$ cat src/hw/rtl/dklb_pkg.sv
package dklb_pkg;

    localparam int MaxKeys    = 16;
    localparam int IdxW       = 4;
    localparam int SlotW      = 5;
    localparam int CountW     = 5;
    localparam int FracBits   = 16;
    localparam int TimeW      = 21;
    localparam int ValueW     = 32;
    localparam int ProgW      = 17;
    localparam int DayTicks   = 24 << FracBits;
    // Times plus one day fit in 22 bits; keep a sign bit for differences.
    localparam int WideTimeW  = 24;
    localparam int QuotW      = FracBits + 1;

    localparam logic [1:0] CFG_COUNT_A = 2'd0;
    localparam logic [1:0] CFG_COUNT_B = 2'd1;
    localparam logic [1:0] CFG_DEFAULT = 2'd2;
    localparam logic [1:0] CFG_BLEND   = 2'd3;

    localparam logic OP_LOAD = 1'b0;
    localparam logic OP_EVAL = 1'b1;

    typedef struct packed {
        logic             opcode;
        logic             table_select;
        logic [IdxW-1:0]  key_index;
        logic [TimeW-1:0] key_time;
        logic signed [ValueW-1:0] key_value;
        logic [TimeW-1:0] eval_time;
        logic [ProgW-1:0] blend_progress;
    } item_t;

    typedef struct packed {
        logic signed [ValueW-1:0] result_value;
    } result_t;

    typedef enum logic [3:0] {
        ST_IDLE,
        ST_SEARCH,
        ST_WAIT_S,
        ST_READ_E,
        ST_WAIT_E,
        ST_DIVIDE,
        ST_LERP,
        ST_BLEND,
        ST_MUL,
        ST_DONE
    } state_t;

endpackage

$ cat src/hw/rtl/dklb_if.sv
interface dklb_in_if;
    import dklb_pkg::*;
    logic  valid;
    logic  ready;
    item_t data;
    modport source (output valid, output data, input ready);
    modport sink   (input valid, input data, output ready);
endinterface

interface dklb_out_if;
    import dklb_pkg::*;
    logic    valid;
    logic    ready;
    result_t data;
    modport source (output valid, output data, input ready);
    modport sink   (input valid, input data, output ready);
endinterface

$ cat src/hw/rtl/daily_keyframe_lerp_blend_unit.sv
// A load is written to keyframe memory when accepted, and the next item may follow
// at once unless a result is waiting. An evaluation with table A empty returns the
// default. Each table takes a backward scan, a wrap read when no key lies at or
// before the time, the end read, a divide unless the segment is flat or finished,
// a multiply and an add. Blending adds table B when it holds keys and a crossfade
// pass; the next item is taken the cycle after the result is. Reset clears
// the configuration and the controller; keyframe memory is undefined until loaded.
module daily_keyframe_lerp_blend_unit (
    input  logic                               clk,
    input  logic                               rst_n,
    input  logic                               cfg_we,
    input  logic [1:0]                         cfg_index,
    input  logic [dklb_pkg::ValueW-1:0]        cfg_data,
    dklb_in_if.sink                            in_ch,
    dklb_out_if.source                         out_ch
);
    import dklb_pkg::*;

    state_t state_reg, state_next;

    logic [CountW-1:0]  count_a_reg, count_b_reg;
    logic [ValueW-1:0]  default_reg;
    logic               blend_reg;

    logic               tab_reg, tab_next;
    logic               xf_reg, xf_next;     // crossfade pass through the multiplier
    logic [CountW-1:0]  n_reg, n_next;
    logic [IdxW:0]      i_reg, i_next;      // scan position, counts down
    logic [IdxW-1:0]    s_reg, s_next;
    logic               pend_reg, pend_next; // a read is in flight
    logic [TimeW-1:0]   st_reg, st_next;
    logic [ValueW-1:0]  sv_reg, sv_next;
    logic [WideTimeW-1:0] tw_reg, tw_next;
    logic [ValueW-1:0]  va_reg, va_next;
    logic [TimeW-1:0]   et_reg;
    logic [ProgW-1:0]   prog_reg;
    logic [ValueW-1:0]  lo_reg, hi_reg;
    logic               up_reg;
    logic [QuotW-1:0]   frac_reg;
    logic [ValueW+QuotW-1:0] prod_reg;
    logic               out_valid_reg;
    logic [ValueW-1:0]  out_reg;

    logic [SlotW-1:0]   rd_addr;
    logic [TimeW-1:0]   rd_time;
    logic [ValueW-1:0]  rd_value;
    logic               mem_we;
    logic [SlotW-1:0]   wr_addr;

    logic               div_start, div_busy;
    logic [WideTimeW-1:0] div_num, div_den;
    logic [QuotW-1:0]   div_q;

    logic               accept;
    logic               ev_ready;

    assign accept  = in_ch.valid && in_ch.ready;
    assign in_ch.ready = (state_reg == ST_IDLE) && !out_valid_reg;
    assign mem_we  = accept && (in_ch.data.opcode == OP_LOAD);
    assign wr_addr = {in_ch.data.table_select, in_ch.data.key_index};

    dklb_keymem u_mem (
        .clk      (clk),
        .wr_en    (mem_we),
        .wr_addr  (wr_addr),
        .wr_time  (in_ch.data.key_time),
        .wr_value (in_ch.data.key_value),
        .rd_addr  (rd_addr),
        .rd_time  (rd_time),
        .rd_value (rd_value)
    );

    dklb_divider u_div (
        .clk      (clk),
        .rst_n    (rst_n),
        .start    (div_start),
        .dividend (div_num),
        .divisor  (div_den),
        .busy     (div_busy),
        .quotient (div_q)
    );

    always_ff @(posedge clk or negedge rst_n)
    begin
        if (!rst_n)
        begin
            count_a_reg <= '0;
            count_b_reg <= '0;
            default_reg <= '0;
            blend_reg   <= 1'b0;
        end
        else if (cfg_we)
        begin
            case (cfg_index)
                CFG_COUNT_A: count_a_reg <= cfg_data[CountW-1:0];
                CFG_COUNT_B: count_b_reg <= cfg_data[CountW-1:0];
                CFG_DEFAULT: default_reg <= cfg_data;
                CFG_BLEND:   blend_reg   <= cfg_data[0];
                default:     ;
            endcase
        end
    end

    // Datapath quantities for the current segment.
    logic [WideTimeW-1:0] sf_w, ef_w, span_w, dt_w;
    logic [IdxW:0]        e_idx;
    logic                 e_wraps;
    logic                 sv_ge_ev;
    logic                 seg_flat, seg_full;
    logic [CountW-1:0]    cap_a, cap_b;

    always_comb
    begin
        cap_a = (count_a_reg > CountW'(MaxKeys)) ? CountW'(MaxKeys) : count_a_reg;
        cap_b = (count_b_reg > CountW'(MaxKeys)) ? CountW'(MaxKeys) : count_b_reg;
        e_idx = ({1'b0, s_reg} + 1'b1 == n_reg) ? '0 : {1'b0, s_reg} + 1'b1;
        e_wraps = (e_idx[IdxW-1:0] <= s_reg);
        sf_w = WideTimeW'(st_reg);
        ef_w = WideTimeW'(rd_time) + (e_wraps ? WideTimeW'(DayTicks) : '0);
        span_w = ef_w - sf_w;
        dt_w = tw_reg - sf_w;
        sv_ge_ev = ($signed(rd_value) >= $signed(sv_reg));
        // A flat segment keeps the start value; past its end the fraction is one.
        seg_flat = span_w[WideTimeW-1] || (span_w == '0) || dt_w[WideTimeW-1] || (dt_w == '0);
        seg_full = !seg_flat && (dt_w >= span_w);
    end

    assign div_num = dt_w;
    assign div_den = span_w;

    logic [ValueW-1:0] off;
    assign off = prod_reg[ValueW+FracBits-1:FracBits];

    logic [QuotW-1:0] prog_sat;
    assign prog_sat = (prog_reg > ProgW'(1 << FracBits))
                      ? QuotW'(1 << FracBits) : prog_reg[QuotW-1:0];

    logic [ValueW-1:0] lerp_res;
    assign lerp_res = up_reg ? lo_reg + off : lo_reg - off;

    // The crossfade runs from A toward B, or toward the default when B is empty.
    logic [ValueW-1:0] xf_tgt;
    logic              xf_up;
    assign xf_tgt = (state_reg == ST_BLEND) ? default_reg : lerp_res;
    assign xf_up  = ($signed(xf_tgt) >= $signed(va_reg));

    always_comb
    begin
        state_next = state_reg;
        tab_next   = tab_reg;
        xf_next    = xf_reg;
        n_next     = n_reg;
        i_next     = i_reg;
        s_next     = s_reg;
        pend_next  = 1'b0;
        st_next    = st_reg;
        sv_next    = sv_reg;
        tw_next    = tw_reg;
        va_next    = va_reg;
        rd_addr    = {tab_reg, s_reg};
        div_start  = 1'b0;
        ev_ready   = 1'b0;
        case (state_reg)
            ST_IDLE:
            begin
                if (accept && in_ch.data.opcode == OP_EVAL)
                begin
                    tab_next = 1'b0;
                    xf_next  = 1'b0;
                    if (count_a_reg == '0)
                    begin
                        va_next = default_reg;
                        state_next = ST_DONE;
                    end
                    else
                    begin
                        n_next = cap_a;
                        i_next = cap_a;
                        tw_next = WideTimeW'(in_ch.data.eval_time);
                        state_next = ST_SEARCH;
                    end
                end
            end
            ST_SEARCH:
            begin
                // Issue read of entry i-1; previous read compared here.
                if (pend_reg && (WideTimeW'(rd_time) <= tw_reg))
                begin
                    st_next = rd_time;
                    sv_next = rd_value;
                    state_next = ST_READ_E;
                end
                else if (i_reg == '0)
                begin
                    // Nothing at or before t: wrap from the last keyframe.
                    s_next = n_reg[IdxW-1:0] - 1'b1;
                    tw_next = tw_reg + WideTimeW'(DayTicks);
                    rd_addr = {tab_reg, n_reg[IdxW-1:0] - 1'b1};
                    state_next = ST_WAIT_S;
                end
                else
                begin
                    s_next = i_reg[IdxW-1:0] - 1'b1;
                    i_next = i_reg - 1'b1;
                    rd_addr = {tab_reg, i_reg[IdxW-1:0] - 1'b1};
                    pend_next = 1'b1;
                end
            end
            ST_WAIT_S:
            begin
                st_next = rd_time;
                sv_next = rd_value;
                state_next = ST_READ_E;
            end
            ST_READ_E:
            begin
                rd_addr = {tab_reg, e_idx[IdxW-1:0]};
                state_next = ST_WAIT_E;
            end
            ST_WAIT_E:
            begin
                if (seg_flat || seg_full)
                begin
                    state_next = ST_MUL;
                end
                else
                begin
                    div_start = 1'b1;
                    state_next = ST_DIVIDE;
                end
            end
            ST_DIVIDE:
            begin
                if (!div_busy)
                begin
                    state_next = ST_MUL;
                end
            end
            ST_MUL:
            begin
                state_next = ST_LERP;
            end
            ST_LERP:
            begin
                if (xf_reg)
                begin
                    va_next = lerp_res;
                    state_next = ST_DONE;
                end
                else if (!tab_reg)
                begin
                    va_next = lerp_res;
                    state_next = ST_BLEND;
                end
                else
                begin
                    xf_next = 1'b1;
                    state_next = ST_MUL;
                end
            end
            ST_BLEND:
            begin
                // Arrived with table A's value in va_reg.
                if (!blend_reg)
                begin
                    state_next = ST_DONE;
                end
                else if (count_b_reg == '0)
                begin
                    xf_next = 1'b1;
                    state_next = ST_MUL;
                end
                else
                begin
                    tab_next = 1'b1;
                    n_next = cap_b;
                    i_next = cap_b;
                    tw_next = WideTimeW'(et_reg);
                    state_next = ST_SEARCH;
                end
            end
            ST_DONE:
            begin
                ev_ready = 1'b1;
                state_next = ST_IDLE;
            end
            default:
            begin
                state_next = ST_IDLE;
            end
        endcase
    end

    // Operand capture for the shared multiplier.
    always_ff @(posedge clk)
    begin
        case (state_reg)
            ST_IDLE:
            begin
                if (accept)
                begin
                    et_reg   <= in_ch.data.eval_time;
                    prog_reg <= in_ch.data.blend_progress;
                end
            end
            ST_WAIT_E:
            begin
                lo_reg   <= sv_reg;
                up_reg   <= sv_ge_ev;
                hi_reg   <= sv_ge_ev ? rd_value - sv_reg : sv_reg - rd_value;
                frac_reg <= seg_full ? QuotW'(1 << FracBits) : '0;
            end
            ST_DIVIDE:
            begin
                if (!div_busy)
                begin
                    frac_reg <= div_q;
                end
            end
            ST_BLEND, ST_LERP:
            begin
                if (state_reg == ST_BLEND || (tab_reg && !xf_reg))
                begin
                    lo_reg   <= va_reg;
                    up_reg   <= xf_up;
                    hi_reg   <= xf_up ? xf_tgt - va_reg : va_reg - xf_tgt;
                    frac_reg <= prog_sat;
                end
            end
            ST_MUL:
            begin
                prod_reg <= hi_reg * frac_reg;
            end
            default:
            begin
            end
        endcase
    end

    always_ff @(posedge clk or negedge rst_n)
    begin
        if (!rst_n)
        begin
            state_reg     <= ST_IDLE;
            out_valid_reg <= 1'b0;
            tab_reg       <= 1'b0;
            xf_reg        <= 1'b0;
            pend_reg      <= 1'b0;
        end
        else
        begin
            state_reg <= state_next;
            tab_reg   <= tab_next;
            xf_reg    <= xf_next;
            pend_reg  <= pend_next;
            if (ev_ready)
            begin
                out_valid_reg <= 1'b1;
            end
            else if (out_ch.ready)
            begin
                out_valid_reg <= 1'b0;
            end
        end
    end

    always_ff @(posedge clk)
    begin
        n_reg     <= n_next;
        i_reg     <= i_next;
        s_reg     <= s_next;
        st_reg    <= st_next;
        sv_reg    <= sv_next;
        tw_reg    <= tw_next;
        va_reg    <= va_next;
        if (ev_ready)
        begin
            out_reg <= va_reg;
        end
    end

    assign out_ch.valid = out_valid_reg;
    assign out_ch.data.result_value = out_reg;

    property p_ready_idle;
        @(posedge clk) disable iff (!rst_n)
        in_ch.ready |-> (state_reg == ST_IDLE);
    endproperty
    a_ready_idle: assert property (p_ready_idle) else $error("ready outside idle");

    property p_one_result;
        @(posedge clk) disable iff (!rst_n)
        ev_ready |-> !out_valid_reg;
    endproperty
    a_one_result: assert property (p_one_result) else $error("result overwritten");

    property p_div_wait;
        @(posedge clk) disable iff (!rst_n)
        div_start |=> div_busy;
    endproperty
    a_div_wait: assert property (p_div_wait) else $error("divider did not start");

    property p_out_hold;
        @(posedge clk) disable iff (!rst_n)
        out_ch.valid && !out_ch.ready |=> out_ch.valid && $stable(out_reg);
    endproperty
    a_out_hold: assert property (p_out_hold) else $error("result dropped while waiting");

endmodule

$ cat src/hw/rtl/dklb_keymem.sv
module dklb_keymem (
    input  logic                           clk,
    input  logic                           wr_en,
    input  logic [dklb_pkg::SlotW-1:0]     wr_addr,
    input  logic [dklb_pkg::TimeW-1:0]     wr_time,
    input  logic [dklb_pkg::ValueW-1:0]    wr_value,
    input  logic [dklb_pkg::SlotW-1:0]     rd_addr,
    output logic [dklb_pkg::TimeW-1:0]     rd_time,
    output logic [dklb_pkg::ValueW-1:0]    rd_value
);
    import dklb_pkg::*;

    logic [TimeW+ValueW-1:0] mem [0:2*MaxKeys-1];
    logic [TimeW+ValueW-1:0] rd_reg;

    always_ff @(posedge clk)
    begin
        if (wr_en)
        begin
            mem[wr_addr] <= {wr_time, wr_value};
        end
        rd_reg <= mem[rd_addr];
    end

    assign rd_time  = rd_reg[TimeW+ValueW-1:ValueW];
    assign rd_value = rd_reg[ValueW-1:0];
endmodule

$ cat src/hw/rtl/dklb_divider.sv
module dklb_divider (
    input  logic                               clk,
    input  logic                               rst_n,
    input  logic                               start,
    input  logic [dklb_pkg::WideTimeW-1:0]     dividend,
    input  logic [dklb_pkg::WideTimeW-1:0]     divisor,
    output logic                               busy,
    output logic [dklb_pkg::QuotW-1:0]         quotient
);
    import dklb_pkg::*;

    // Restoring division of dividend * 2^FracBits by divisor, one quotient
    // bit per cycle. The caller guarantees dividend < divisor, so the
    // quotient fits in FracBits bits.
    localparam int CntW = $clog2(QuotW + 1);

    logic [WideTimeW:0]   rem_reg,  rem_next;
    logic [WideTimeW-1:0] den_reg;
    logic [QuotW-1:0]     q_reg,    q_next;
    logic [CntW-1:0]      cnt_reg;
    logic [WideTimeW:0]   trial;

    always_comb
    begin
        trial    = {rem_reg[WideTimeW-1:0], 1'b0} - {1'b0, den_reg};
        rem_next = {rem_reg[WideTimeW-1:0], 1'b0};
        q_next   = {q_reg[QuotW-2:0], 1'b0};
        if (!trial[WideTimeW])
        begin
            rem_next = trial;
            q_next[0] = 1'b1;
        end
    end

    always_ff @(posedge clk or negedge rst_n)
    begin
        if (!rst_n)
        begin
            cnt_reg <= '0;
        end
        else if (start)
        begin
            cnt_reg <= CntW'(FracBits);
        end
        else if (cnt_reg != '0)
        begin
            cnt_reg <= cnt_reg - 1'b1;
        end
    end

    always_ff @(posedge clk)
    begin
        if (start)
        begin
            rem_reg <= {1'b0, dividend};
            den_reg <= divisor;
            q_reg   <= '0;
        end
        else if (cnt_reg != '0)
        begin
            rem_reg <= rem_next;
            q_reg   <= q_next;
        end
    end

    assign busy     = (cnt_reg != '0);
    assign quotient = q_reg;
endmodule

$ cat src/flat_wrapper.sv
// flat-port wrapper written by rule: the top's interface ports become plain ports
module daily_keyframe_lerp_blend_unit_flat import dklb_pkg::*;
  (clk, rst_n, cfg_we, cfg_index, cfg_data, in_ch_valid, in_ch_data, in_ch_ready, out_ch_valid, out_ch_data, out_ch_ready);
  dklb_in_if in_ch_i ();
  dklb_out_if out_ch_i ();
  input  logic clk;
  input  logic rst_n;
  input  logic cfg_we;
  input  logic [1:0] cfg_index;
  input  logic [dklb_pkg::ValueW-1:0] cfg_data;
  input wire logic [$bits(in_ch_i.valid)-1:0] in_ch_valid;
  input wire logic [$bits(in_ch_i.data)-1:0] in_ch_data;
  output wire logic [$bits(in_ch_i.ready)-1:0] in_ch_ready;
  output wire logic [$bits(out_ch_i.valid)-1:0] out_ch_valid;
  output wire logic [$bits(out_ch_i.data)-1:0] out_ch_data;
  input wire logic [$bits(out_ch_i.ready)-1:0] out_ch_ready;
  assign in_ch_i.valid = in_ch_valid;
  assign in_ch_i.data = in_ch_data;
  assign in_ch_ready = in_ch_i.ready;
  assign out_ch_valid = out_ch_i.valid;
  assign out_ch_data = out_ch_i.data;
  assign out_ch_i.ready = out_ch_ready;
  daily_keyframe_lerp_blend_unit u_core (.clk(clk), .rst_n(rst_n), .cfg_we(cfg_we), .cfg_index(cfg_index), .cfg_data(cfg_data), .in_ch(in_ch_i), .out_ch(out_ch_i));
endmodule
$ cat config.mk
export PLATFORM = sky130hd
export DESIGN_NAME = daily_keyframe_lerp_blend_unit_flat
export DESIGN_NICKNAME = d
export VERILOG_FILES = /design/src/hw/rtl/dklb_pkg.sv /design/src/hw/rtl/dklb_if.sv /design/src/hw/rtl/daily_keyframe_lerp_blend_unit.sv /design/src/hw/rtl/dklb_keymem.sv /design/src/hw/rtl/dklb_divider.sv /design/src/flat_wrapper.sv
export SDC_FILE = /design/constraint.sdc
export NUM_CORES = 2
export LEC_CHECK = 0
export ABC_AREA = 1
export CORE_ASPECT_RATIO = 1.25
export CORE_MARGIN = 5
export CORE_UTILIZATION = 50
export CTS_BUF_LIST = sky130_fd_sc_hd__clkbuf_8
export CTS_CLUSTER_SIZE = 8
export DETAILED_ROUTE_END_ITERATION = 12
export DONT_BUFFER_PORTS = 1
export GPL_TIMING_DRIVEN = 1
export PLACE_DENSITY = 0.68
export SLEW_MARGIN = 20
export SYNTH_ARGS = -nofsm -noshare
export SYNTH_HDL_FRONTEND = slang
export SYNTH_SLANG_ARGS = --single-unit
$ cat constraint.sdc
create_clock -name clk -period 18.2 [get_ports clk]
set_input_delay 0.91 -clock clk [delete_from_list [all_inputs] [get_ports clk]]
set_output_delay 0.91 -clock clk [all_outputs]
set_load 0.05 [all_outputs]
==> impl_metrics.csv <==
group,metric,value,unit
route,first_pass_iters,6,
timing,period_share,0.410,
timing,slew_violations,0,
clock_network,cts_made_buffers,352,
timing,relSlewSlack,0.232,
flow_run,max_cap_violations,0,
setup_path,startpoint,"u_core.prod_reg[16]",
floorplanning,core,247000,µm²
setup_path,cp-end-kind,"flop",
floorplanning,start_util,0.502,
cells_and_area,nFillCells,21800,
logic_synthesis,synth.avg_cell_area,9.41,µm²
setup_path,reg2reg_from,"u_core.prod_reg[16]",
clock_network,cts_sinks,2177,
global_routing,grt_max_degree,216,
run_status,status,"complete, no violations",
timing,worst_slew_pin_slew,1.15,ns
logic_synthesis,synth.area.top_cells,"edfxtp_1 50%, nand2_1 9.9%, nand3_1 7.9%, fa_1 7.3%, inv_1 6.5%",
setup_path,worstRegToRegCells,36,
timing,fin_worst_skew,0.0946,ns
global_routing,grt_antenna_before_repair,25,
setup_path,ff2ff_setup_slack,10.73,ns
route,viasPerCell,5.56,
setup_path,critPathMostFrequentCell,"nand2_1",
setup_path,cp.required,18.91,ns
global_routing,gr-usage-all-layers,0.280,
route,avgRoutedWirePerCell,22.3,µm
setup_path,timing.rr.end,"u_core.hi_reg[12]",
clock_network,root_buffer,"clkbuf_8",
logic_synthesis,ys_seq_area_frac,0.518,
cells_and_area,nNetsFinal,14100,
cells_and_area,area_growth,8.07,%
placement,port_buffers,0,
min_path,hold_depth,0,
logic_synthesis,synth_ff_type,"edfxtp_1",
clock_network,cts_resized,0,
floorplanning,rows,204,
clock_network,ctsHoldBuffers,100,
clock_network,clk_pin_slew_worst_paths,0.06,ns
clock_network,cts_tree,"built",
logic_synthesis,synth_nets,14200,
setup_path,slowest_delay,0.49,ns
logic_synthesis,netlist_area,124000,µm²
route,via_count,92900,
min_path,hold_path_end,"u_core.u_mem.mem[7][10]",
clock_network,cts_buffer_depth,4,
setup_path,critical_path_class,"reg2reg",
logic_synthesis,yosysTopAreaCell,"edfxtp_1",
floorplanning,die_x,456,µm
logic_synthesis,ys_warn_count,0,
route,drt_iter0_markers,9198,
global_routing,grt_pass1_vias,90500,
logic_synthesis,ys_ff_latch,2177,
logic_synthesis,synth-edff-count,2051,
cells_and_area,largest_register_ffs,1696,
global_routing,grt_overflow,0,
floorplanning,dieHeight,567,µm
logic_synthesis,ys_async_sr_fraction,0.0257,
timing,setup_viol,0,
route,drc,0,
timing,hold_viol,0,
logic_synthesis,synthCells,13200,
floorplanning,die_area,259000,µm²
timing,min_period,7.47,ns
setup_path,cp_slowest_cell,"ha_1",
timing,rsz0062_at_grt,"false",
global_routing,grt_pass1_wl,556,mm
timing,fmax,134,MHz
route,drtAntennaViolNets,0,
min_path,hold_class,"in2reg",
setup_path,startpoint_type,"flop",
route,drt_wl_total,372,mm
floorplanning,ioPinCount,170,
setup_path,cp.arrival,8.18,ns
placement,gp_congestion,0.942,
cells_and_area,drive_gt1_frac,0.0516,
min_path,min_from,"in_ch_data[48]",
logic_synthesis,yosysUniqueCellTypes,59,
logic_synthesis,synth_top_area_frac,0.496,
clock_network,htreeDepth,5,
placement,place_hpwl,229,mm
timing,tns,0,ns
setup_path,crit_fanout,33,
clock_network,worstSkewPairLatency,1.00,ns
clock_network,cts_setup_buffers,0,
## layer usage
layer  routed length [µm]  track usage  share of wire
met1               141000        0.348           0.38
met2               185000        0.486           0.50
met4                17400        0.122          0.047
met3                28600       0.0423          0.077
met5                   92            0        0.00025
## critical path: cells and delay by family, from the launching register on
kind | cells | cell delay, ns
AND/OR/NAND/NOR | 22 | 3.50
buffers and inverters | 5 | 0.96
AO/OA/AOI/OAI | 4 | 0.96
XOR/XNOR | 2 | 0.35
flip-flops | 1 | 0.40
adder cells (fa/ha/maj) | 3 | 1.03
## cell usage in the layout (no fill, tap or decap), types with 17 or more instances in the layout
cell	instances
a21o_1	35
a21oi_1	416
a22o_1	19
a31oi_1	43
buf_4	146
clkbuf_8	381
clkinv_1	32
clkinv_2	19
dfrtp_1	55
dfxtp_1	70
diode_2	19
dlygate4sd3_1	95
edfxtp_1	2051
fa_1	456
ha_1	409
inv_1	2301
nand2_1	3290
nand3_1	1964
nand3b_1	228
nand4_1	28
nor2_1	369
nor2_4	37
nor3_1	39
nor4_1	17
o211ai_1	40
o21a_1	30
o21ai_0	337
o21ai_1	17
or2_2	17
xnor2_1	67
xor2_1	174
## stage by stage
stage / hold slack [ns] / setup slack [ns] / cells / area [µm²] / util
global placement: 0.453 / 10.81 / 16000 / 127000 / 0.513
detailed placement: 0.461 / 10.87 / 16000 / 127000 / 0.513
finish: 0.0769 / 10.73 / 16700 / 134000 / 0.543
floorplan: 0.408 / 12.36 / 13200 / 124000 / -
CTS: 0.00000144 / 10.86 / 16700 / 134000 / 0.543
global route: 0.0227 / 10.08 / 16700 / 134000 / 0.543
## synthesized netlist by cell type, drive strengths merged (6+ instances only)
cell type	instances
nand3b	228
xnor2	67
dfrtp	56
o21ai	354
buf	374
fa	456
o311ai	6
a21o	35
nand2	3297
a22o	19
dfxtp	70
xor2	174
nand4	28
a21oi	417
ha	409
o21a	30
mux2	10
a31oi	43
edfxtp	2051
o21bai	17
o2111ai	14
o31ai	13
nor3	41
or2	17
nand3	1968
clkbuf	313
o211ai	41
a21boi	14
inv	2157
o221ai	15
o22ai	15
nor2	409
nor4	17
## area by class of cell
cell class	count	area [µm²]	area share
flip-flops and latches	2177	64400	0.480
multi-input cells	8178	49000	0.365
inverters	2162	8140	0.0606
clock buffers	381	5240	0.0390
well taps	3296	4120	0.0307
repair buffers	257	2310	0.0172
clock inverters	228	1080	0.00802
diodes	19	47.5	0.000354
## worst max path at each step
stage,to,cells after the start
after global placement,u_core.hi_reg[7],35
after CTS,u_core.hi_reg[12],36
after global routing,u_core.hi_reg[30],36
after floorplan,u_core.u_div.rem_reg[0],32
final,u_core.hi_reg[12],36
after detailed placement,u_core.hi_reg[16],35
## cell families after synthesis
logic type / count (synthesis) / share of synthesized area
simple gates: 6011 / 0.210
xor+xnor: 241 / 0.0170
fa+ha+maj: 865 / 0.115
mux: 10 / 0.000906
flops: 2177 / 0.518
buf+inv: 2849 / 0.0907
compound gates: 1051 / 0.0482
Power is left out: the tool's default activity adds up to more than one toggle a clock period on the data nets, which glitch-free logic cannot reach.
